--- src/rtl/core/spq_pkg.sv ---
// Package for the sorted priority queue: sizes, status and action codes,
// and the entry and cell control types shared by the cell row and the top level.
// No dependencies.
`default_nettype none

package spq_pkg;

    // Sizes of the queue and of one entry.
    localparam int QUEUE_DEPTH   = 16;
    localparam int PAYLOAD_BITS  = 16;
    localparam int PRIORITY_BITS = 4;
    localparam int CNT_BITS      = $clog2(QUEUE_DEPTH + 1);

    // Action codes of an input item.
    localparam logic ACT_INSERT = 1'b0;
    localparam logic ACT_REMOVE = 1'b1;

    // Status codes of a result item.
    localparam logic [1:0] ST_DONE  = 2'd0;
    localparam logic [1:0] ST_FULL  = 2'd1;
    localparam logic [1:0] ST_EMPTY = 2'd2;

    // One queue entry.
    typedef struct packed {
        logic [PAYLOAD_BITS-1:0]  payload;
        logic [PRIORITY_BITS-1:0] priority_val;
    } t_entry;

    // Operation broadcast to every cell of the row.
    typedef struct packed {
        logic   ins;
        logic   rem;
        t_entry new_entry;
    } t_cell_ctl;

endpackage

`default_nettype wire

--- src/rtl/core/spq_cell.sv ---
// One slot of the sorted queue: holds an entry and shifts with its neighbors.
// Depends on spq_pkg.
`default_nettype none

module spq_cell
    import spq_pkg::*;
(
    input  wire logic      i_clk,
    input  wire t_cell_ctl i_ctl,
    input  wire logic      i_occupied,
    input  wire logic      i_left_behind,
    input  wire t_entry    i_left,
    input  wire t_entry    i_right,
    output t_entry         o_entry,
    output logic           o_behind
);

    t_entry r_entry;
    t_entry n_entry;

    // The new entry goes behind this one when this one has equal or higher priority.
    assign o_behind = i_occupied && (r_entry.priority_val >= i_ctl.new_entry.priority_val);
    assign o_entry  = r_entry;

    // Keep, take the new entry, take the left neighbor on insert, or the right on remove.
    always_comb begin
        n_entry = r_entry;
        if (i_ctl.ins && !o_behind) begin
            if (i_left_behind) begin
                n_entry = i_ctl.new_entry;
            end else begin
                n_entry = i_left;
            end
        end else if (i_ctl.rem) begin
            n_entry = i_right;
        end
    end

    always_ff @(posedge i_clk) begin
        r_entry <= n_entry;
    end

endmodule

`default_nettype wire

--- src/rtl/core/sorted_priority_queue.sv ---
// Top level of the sorted priority queue: a row of shifting cells, the entry
// count and the result register. Depends on spq_pkg and spq_cell.
`default_nettype none

// The queue takes one insert or remove per cycle and delivers its result in the
// cycle after the transfer; the whole row of cells shifts in the transfer cycle,
// each cell comparing its own priority with the incoming one, so the rate is
// set only by the result register draining (input ready follows it). Entries of
// equal priority leave in arrival order. An insert into a full queue is dropped
// with status full, a remove from an empty queue gives status empty, and the
// payload and priority of every result that is not a successful remove are zero.
module sorted_priority_queue
    import spq_pkg::*;
(
    input  wire logic                     i_clk,
    input  wire logic                     i_rst_n,
    input  wire logic                     i_valid,
    output logic                          o_ready,
    input  wire logic                     i_action,
    input  wire logic [PAYLOAD_BITS-1:0]  i_payload,
    input  wire logic [PRIORITY_BITS-1:0] i_priority_req,
    output logic                          o_valid,
    input  wire logic                     i_ready,
    output logic [1:0]                    o_status,
    output logic [PAYLOAD_BITS-1:0]       o_out_payload,
    output logic [PRIORITY_BITS-1:0]      o_out_priority,
    output logic [CNT_BITS-1:0]           o_occupancy
);

    logic [CNT_BITS-1:0]      r_count;
    logic [CNT_BITS-1:0]      n_count;
    logic                     r_out_valid;
    logic [1:0]               r_status;
    logic [1:0]               n_status;
    logic [PAYLOAD_BITS-1:0]  r_pay;
    logic [PAYLOAD_BITS-1:0]  n_pay;
    logic [PRIORITY_BITS-1:0] r_pri;
    logic [PRIORITY_BITS-1:0] n_pri;

    logic      w_accept;
    logic      w_full;
    logic      w_empty;
    t_cell_ctl w_ctl;
    t_entry    w_entry  [QUEUE_DEPTH];
    logic      w_behind [QUEUE_DEPTH];

    // The input is ready whenever the result register is free or draining.
    assign o_ready  = !r_out_valid || i_ready;
    assign w_accept = i_valid && o_ready;
    assign w_full   = (r_count == CNT_BITS'(QUEUE_DEPTH));
    assign w_empty  = (r_count == '0);

    // Operation broadcast to the cell row.
    assign w_ctl.ins                    = w_accept && (i_action == ACT_INSERT) && !w_full;
    assign w_ctl.rem                    = w_accept && (i_action == ACT_REMOVE) && !w_empty;
    assign w_ctl.new_entry.payload      = i_payload;
    assign w_ctl.new_entry.priority_val = i_priority_req;

    // Row of cells; slot zero is the front of the queue.
    for (genvar i = 0; i < QUEUE_DEPTH; i++) begin : g_cell
        logic   w_occ;
        logic   w_lb;
        t_entry w_left;
        t_entry w_right;

        assign w_occ = (CNT_BITS'(i) < r_count);

        if (i == 0) begin : g_head
            assign w_lb   = 1'b1;
            assign w_left = '0;
        end else begin : g_mid
            assign w_lb   = w_behind[i-1];
            assign w_left = w_entry[i-1];
        end

        if (i == QUEUE_DEPTH - 1) begin : g_tail
            assign w_right = '0;
        end else begin : g_body
            assign w_right = w_entry[i+1];
        end

        spq_cell u_cell (
            .i_clk         (i_clk),
            .i_ctl         (w_ctl),
            .i_occupied    (w_occ),
            .i_left_behind (w_lb),
            .i_left        (w_left),
            .i_right       (w_right),
            .o_entry       (w_entry[i]),
            .o_behind      (w_behind[i])
        );
    end

    // Result of the item being transferred in and the next entry count.
    always_comb begin
        n_count  = r_count;
        n_status = ST_DONE;
        n_pay    = '0;
        n_pri    = '0;
        if (i_action == ACT_INSERT) begin
            if (w_full) begin
                n_status = ST_FULL;
            end else begin
                n_count = r_count + CNT_BITS'(1);
            end
        end else begin
            if (w_empty) begin
                n_status = ST_EMPTY;
            end else begin
                n_count = r_count - CNT_BITS'(1);
                n_pay   = w_entry[0].payload;
                n_pri   = w_entry[0].priority_val;
            end
        end
    end

    // Control state: entry count and result valid.
    always_ff @(posedge i_clk) begin
        if (!i_rst_n) begin
            r_count     <= '0;
            r_out_valid <= 1'b0;
        end else begin
            if (w_accept) begin
                r_count     <= n_count;
                r_out_valid <= 1'b1;
            end else if (i_ready) begin
                r_out_valid <= 1'b0;
            end
        end
    end

    // Result status, payload and priority register.
    always_ff @(posedge i_clk) begin
        if (w_accept) begin
            r_status <= n_status;
            r_pay    <= n_pay;
            r_pri    <= n_pri;
        end
    end

    assign o_valid        = r_out_valid;
    assign o_status       = r_status;
    assign o_out_payload  = r_pay;
    assign o_out_priority = r_pri;
    assign o_occupancy    = r_count;

    // The entry count never goes past the queue depth.
    a_count_bound: assert property (@(posedge i_clk) disable iff (!i_rst_n)
        r_count <= CNT_BITS'(QUEUE_DEPTH))
        else $error("entry count exceeds queue depth");

    // A successful insert grows the count by one.
    a_insert_grows: assert property (@(posedge i_clk) disable iff (!i_rst_n)
        w_ctl.ins |=> (r_count == $past(r_count) + CNT_BITS'(1)))
        else $error("insert did not grow the entry count");

    // A dropped insert is reported only with a full queue.
    a_full_status: assert property (@(posedge i_clk) disable iff (!i_rst_n)
        (r_out_valid && r_status == ST_FULL) |-> (r_count == CNT_BITS'(QUEUE_DEPTH)))
        else $error("full status with room left");

    // An empty remove is reported only with an empty queue.
    a_empty_status: assert property (@(posedge i_clk) disable iff (!i_rst_n)
        (r_out_valid && r_status == ST_EMPTY) |-> (r_count == '0))
        else $error("empty status with entries held");

    // The two front entries stay in priority order.
    a_front_sorted: assert property (@(posedge i_clk) disable iff (!i_rst_n)
        (r_count >= CNT_BITS'(2)) |->
            (w_entry[0].priority_val >= w_entry[1].priority_val))
        else $error("front entries out of order");

endmodule

`default_nettype wire
--- config.mk ---
export PLATFORM = sky130hd
export DESIGN_NAME = sorted_priority_queue
export DESIGN_NICKNAME = d
export VERILOG_FILES = /design/src/rtl/core/spq_pkg.sv /design/src/rtl/core/spq_cell.sv /design/src/rtl/core/sorted_priority_queue.sv
export SDC_FILE = /design/constraint.sdc
export NUM_CORES = 1
export LEC_CHECK = 0
export BUFFER_PORTS_ARGS = -buffer_cell sky130_fd_sc_hd__buf_2
export CORE_MARGIN = 8
export CORE_UTILIZATION = 41
export CTS_BUF_LIST = sky130_fd_sc_hd__clkbuf_16
export DETAILED_ROUTE_END_ITERATION = 6
export SLEW_MARGIN = 15
export SYNTH_ARGS = -nofsm -noshare
export SYNTH_HDL_FRONTEND = slang
export SYNTH_SLANG_ARGS = --single-unit
--- constraint.sdc ---
create_clock -name i_clk -period 5.9 [get_ports i_clk]
set_clock_uncertainty 0.05 [all_clocks]
set_input_delay 0 -clock i_clk [delete_from_list [all_inputs] [get_ports i_clk]]
set_output_delay 0 -clock i_clk [all_outputs]
set_load 0.005 [all_outputs]
* Word level (Yosys, flattened, before mapping)
Index checks and enable logic that the tools add are counted.
** Word-level totals
- Output and inout bits :: 29
- Bits in registers :: 348
- Logic and storage cells :: 207
- Input bits :: 25
** Operators by class
- Bitwise logic cells :: 1
- Mux-type cells :: 55
- Reductions and logical operators :: 77
- $lt $le $gt $ge :: 32
- Equality and inequality tests :: 3
- Add/sub/neg operators :: 2
** Operators with widths (number)
- 20-bit 2-to-1 mux :: 47
- 4-bit >= comparator :: 16
- 4-bit by 5-bit < comparator with 1-bit output (first input constant) :: 8
- 1-bit logical AND :: 37
- 2-bit nonzero test :: 17
- 3-bit by 5-bit < comparator with 1-bit output (first input constant) :: 4
- 1-bit zero test :: 19
- 5-bit 2-to-1 mux :: 3
- 1-bit by 5-bit < comparator with 1-bit output (first input constant) :: 2
- 2-bit by 5-bit < comparator with 1-bit output (first input constant) :: 2
- 5-bit by 1-bit adder with 5-bit output (second input constant) :: 1
- 5-bit equality test (second input constant) :: 1
- 5-bit zero test :: 1
- 5-bit by 1-bit subtractor with 5-bit output (second input constant) :: 1
- 2-bit 2-to-1 mux :: 2
- 2-bit inequality test (second input constant) :: 2
- 1-bit 2-to-1 mux :: 3
- 3-bit AND reduction :: 1
- 2-bit OR reduction :: 1
- 1-bit logical OR :: 1
- 1-bit inverter :: 1

* Logic depth before layout (Yosys ltp)
- Depth in word-level cells :: 7
- Depth in mapped cells :: 10
- Mapped depth without buffers :: 7

* Hierarchy
A second synthesis with hierarchy kept.
** Unflattened totals
- Cells, all modules :: 1386
- Area, all modules :: 21750.9 µm²
** Modules (own cells, without submodules)
- spq_cell :: area an instance 1273.7 µm², sequential area each 600.6 µm², cells an instance 79, times used 16
- sorted_priority_queue :: area an instance 1371.3 µm², sequential area each 780.7 µm², cells an instance 122, times used 1

* Worst setup path after synthesis
No wires, ideal clock.
- Path type :: input to register
- Start point :: input i_priority_req[3]
- End point :: register g_cell[0].u_cell.r_entry (netlist bit g_cell[0].u_cell.o_entry[0]) (enable)
- Buffers on the path :: 3
- Data required time :: 5.470 ns
- Slack :: 3.121 ns
- Arrival :: 2.349 ns
- Library setup time :: 0.380 ns
- Stages :: 9
- Cell sequence :: clkbuf_1 clkbuf_1 inv_1 ha_1 a21oi_1 o21ai_0 a21oi_2 buf_2 nand2b_1
** Between the ends
- Word-level cells in the longest chain between the ends :: 5
** RTL lines
- start, declared :: line sorted_priority_queue.sv:21 : input wire logic [PRIORITY_BITS-1:0] i_priority_req,
- 4-bit >= comparator :: line spq_cell.sv:22 : assign o_behind = i_occupied && (r_entry.priority_val >= i_ctl.new_entry.priority_val);
- 1-bit logical AND :: line spq_cell.sv:22
- 1-bit zero test :: line spq_cell.sv:28 : if (i_ctl.ins && !o_behind) begin
- 1-bit logical AND :: line spq_cell.sv:28
- 2-bit nonzero test (no source line)
- end signal, assigned :: line spq_cell.sv:40 : r_entry <= n_entry;
- end, declared :: line spq_cell.sv:18 : t_entry r_entry;
Every way passes these cells.
A chain may end at the register's enable or synchronous reset.

* Worst setup path in the final report
- Start point :: register r_count[1], in the netlist o_occupancy[1]
- End point :: register g_cell[14].u_cell.r_entry (netlist bit g_cell[14].u_cell.o_entry[16]) (enable)
** Between the ends
- Word-level cells in the longest chain between the ends :: 5
- Elaborated cells between the ends (all ways) :: 11
- Those cells by class :: order compare: 1; eq/ne: 1; reduce/logical: 9
** RTL lines
- start, declared :: line sorted_priority_queue.sv:30 : logic [CNT_BITS-1:0] r_count;
- start signal, assigned :: line sorted_priority_queue.sv:124 : r_count <= n_count;
- 4-bit by 5-bit < comparator with 1-bit output or 5-bit equality test (tied branches) :: line sorted_priority_queue.sv:66, sorted_priority_queue.sv:50
- 1-bit logical AND or 1-bit zero test (tied branches) :: line spq_cell.sv:22, sorted_priority_queue.sv:54
- 1-bit zero test or 1-bit logical AND (tied branches) :: line spq_cell.sv:28, sorted_priority_queue.sv:54
- 1-bit logical AND :: line spq_cell.sv:28
- 2-bit nonzero test (no source line) (*)
- end signal, assigned :: line spq_cell.sv:40
- end, declared :: line spq_cell.sv:18
Every way passes the cells marked *; elsewhere a longest branch is shown, timed or not.

==> flow_metrics.env <==
export IMPL_core_area_um2=45380
export IMPL_fp_dieW_um=230.3
export IMPL_swShare=0.3125
export IMPL_htree_levels=2
export IMPL_rsz0062_at_grt="false"
export IMPL_yosysWarnings=0
export IMPL_min_period_ns=4.043
export IMPL_synth_cell_type_count=39
export IMPL_hold_depth=3
export IMPL_vias=12867
export IMPL_clk_latency_ns=0.56
export IMPL_grt_pass1_vias=13129
export IMPL_ir_drop_mv=0.2648
export IMPL_yosys_top_cells_count="edfxtp_1, mux2i_1, nor2_1, a21oi_1, buf_2"
export IMPL_power_density_nw_per_um2=371.6
export IMPL_cp_slowest_cell="a31oi_4"
export IMPL_rr_startpoint="o_occupancy[1]"
export IMPL_drv_slew=0
export IMPL_cts_tree="built"
export IMPL_initial_core_util=0.4149
export IMPL_comb_power_share=0.229
export IMPL_die_area_um2=53040
export IMPL_r2r_cells=6
export IMPL_holdPathEnd="g_cell[15].u_cell.o_entry[1]"
export IMPL_post_cts_setup_buffers=0
export IMPL_max_cap_violations=0
export IMPL_grt_max_degree=42
export IMPL_pwr_share_clk=0.295
export IMPL_layout_nets=1743
export IMPL_status="finished, final reports clean"
export IMPL_die_y_um=230.3
export IMPL_wl_per_cell_um=22.21
export IMPL_crit_required_ns=6.03
export IMPL_synth_edf_count=342
export IMPL_reg2reg_to="g_cell[14].u_cell.o_entry[16]"
export IMPL_slowest_delay_ns=1.05
export IMPL_area_growth_pct=9.774
export IMPL_seq_area_frac_synth=0.5518
export IMPL_finalPower_mw=7.682
export IMPL_tightest_slew_ns=1.195
export IMPL_hold_buffers=5
export IMPL_synth_top_cell_by_area="edfxtp_1"
export IMPL_grt_pass1_wl_um=78140
export IMPL_dp_hpwl_um=36340
export IMPL_diodes=0
export IMPL_via_per_inst=5.643
export IMPL_internal_power_mw=5.282
export IMPL_drtIter0Drc=984
export IMPL_yosys_area_top_type_share=0.5454
export IMPL_switchingPower_mw=2.401
export IMPL_detail_route_antenna_nets=0
export IMPL_finalSetupViolations=0
export IMPL_drive_gt1_frac=0.09405
export IMPL_place_congestion=0.8131
export IMPL_post_cts_resized=0
export IMPL_dr_pass1_iters=5
export IMPL_worstHoldPathType="in -> reg"
export IMPL_clockBufferDepth=3
export IMPL_grt_overflow=0
export IMPL_setup_tns_ns=0
export IMPL_slew_headroom=0.2017
export IMPL_root_buffer="clkbuf_16"
export IMPL_cp_arrival_ns=4.17
export IMPL_drcViolationCount=0
export IMPL_grt_util_all_layers=0.1870
export IMPL_nFillCells=4257
export IMPL_cts_sinks=348
export IMPL_synth_nets=1746
export IMPL_path_cells="inv_1, ha_1, nand4bb_1, nand4b_2, a31oi_4, nand2b_1"
export IMPL_min_from="i_priority_req[1]"
export IMPL_numCtsBuffers=40
export IMPL_p_seq_frac=0.476
export IMPL_crit_type="reg -> reg"
export IMPL_port_buffers=53
export IMPL_post_synth_instance_area_um2=18830
export IMPL_synth_area_top_cells="edfxtp_1, mux2i_1, a21oi_1"
export IMPL_cts_clk_slew_worst_paths_ns=0.05
export IMPL_fmax_mhz=247.3
export IMPL_start_kind="flop"
export IMPL_antenna_found_initial=0
export IMPL_pin_count=54
export IMPL_synth_most_common_cell="edfxtp_1"
export IMPL_layout_worst_path_cycle_share=0.6853
export IMPL_avgSynthCellArea_um2=11.39
export IMPL_drt_wl_total_um=50630
export IMPL_cp_startpoint="o_occupancy[1]"
export IMPL_cp_end_kind="flop"
export IMPL_cellLeakagePower_nw=9.077
export IMPL_synth_async_reset_ratio=0
export IMPL_postSynthCellCount=1653
export IMPL_r2r_slack_ns=1.86
export IMPL_ys_ff_latch=348
export IMPL_finalHoldViolCount=0
export IMPL_synth_flop_cell="edfxtp_1"
export IMPL_rows=78
export IMPL_worstPathMaxFanout=41
==> kinds of logic (layout without fill, tap and decap cells) <==
kind of cell	after synthesis	after routing	synth area share
buf+inv	145	172	0.03528
compound gates	359	359	0.1012
simple gates	408	408	0.09289
mux	320	320	0.1714
xor+xnor	5	5	0.002326
fa+ha+maj	68	68	0.04518
flops	348	348	0.5518
==> per-stage QoR <==
step                      cell area [um^2]  std cells  hold WS [ns]    util  setup WS [ns]
final                                20670       2280       0.03221  0.4555          1.857
after global routing                 20670       2280       0.05320  0.4555          1.536
after CTS                            20670       2280      0.003465  0.4554          1.870
after detailed placement             19440       2203        0.2626  0.4284          1.851
after global placement               19440       2203        0.2495  0.4284          1.950
after floorplan                      18830       1653       0.07171       -          3.121
==> power groups by stage <==
stage          Sequential (mW)  Combinational (mW)  Clock [mW]
6_report                  3.65                1.76        2.27
5_1_grt                   3.69                1.96        2.40
4_1_cts                   3.65                1.77        2.32
3_5_place_dp              3.70                1.76           0
3_3_place_gp              3.70                1.72           0
2_1_floorplan             3.51                1.34           0
==> routing by layer <==
layer  track usage  vias to the layer above  share of wire  routed length (um)
li1              -                     6049              -                   -
met1        0.2375                     6342           0.43               21600
met2        0.3223                      372           0.49               24930
met3       0.02610                      104          0.048                2434
met4       0.06830                        0          0.033                1660
met5             0                        -              0                   0
==> worst max-delay path by stage <==
stage	to	depth (start not counted)
global placement	g_cell[14].u_cell.o_entry[15]	6
floorplan	g_cell[0].u_cell.o_entry[0]	9
global route	g_cell[14].u_cell.o_entry[12]	6
detailed placement	g_cell[14].u_cell.o_entry[18]	6
finish	g_cell[14].u_cell.o_entry[16]	6
CTS	g_cell[14].u_cell.o_entry[13]	6
==> layout make-up <==
cell class | instances | area, um^2 | area share
Tap cell | 600 | 750.7 | 0.03632
Clock buffer | 40 | 1001 | 0.04842
Timing Repair Buffer | 78 | 465.4 | 0.02252
Inverter | 22 | 82.58 | 0.003995
Multi-Input combinational cell | 1160 | 7807 | 0.3777
Sequential cell | 348 | 10390 | 0.5026
Clock inverter | 32 | 173.9 | 0.008414
==> worst max-delay path: cells and delay by family (launching register included) <==
kind | cells | cell delay (ns)
adder cells (fa/ha/maj) | 1 | 0.23
buffers and inverters | 1 | 0.15
AO/OA/AOI/OAI | 1 | 1.05
AND/OR/NAND/NOR | 3 | 1.64
flip-flops | 1 | 0.53
==> state kept, by name, summed over array words and instances, names as in the netlist <==
signal                 flops
o_occupancy                5
o_out_payload             16
o_status                   2
o_valid                    1
o_out_priority             4
g_cell.u_cell.o_entry    320
==> placed cells by master (no fill, tap or decap), types with 2 or more instances in the layout <==
cell | Yosys | routed
a21o_1 | 2 | 2
a21oi_1 | 282 | 279
a21oi_2 | 10 | 13
and2_1 | 25 | 26
and4b_1 | 2 | 2
buf_2 | 84 | 53
buf_4 | 4 | 20
clkbuf_16 | 0 | 40
clkinv_1 | 0 | 15
clkinv_2 | 0 | 5
dfxtp_1 | 6 | 6
dlygate4sd3_1 | 0 | 5
edfxtp_1 | 342 | 342
ha_1 | 68 | 68
inv_1 | 22 | 30
mux2_1 | 4 | 4
mux2_2 | 15 | 15
mux2i_1 | 301 | 301
nand2_1 | 48 | 48
nand2b_1 | 18 | 18
nor2_1 | 288 | 288
nor3_1 | 5 | 5
nor3b_1 | 15 | 15
o211ai_1 | 14 | 14
o21ai_0 | 31 | 31
o21ai_1 | 11 | 11
or2_2 | 2 | 2
xnor2_1 | 2 | 2
xor2_1 | 3 | 3
Note: power is estimated with default switching activity, not from simulation.
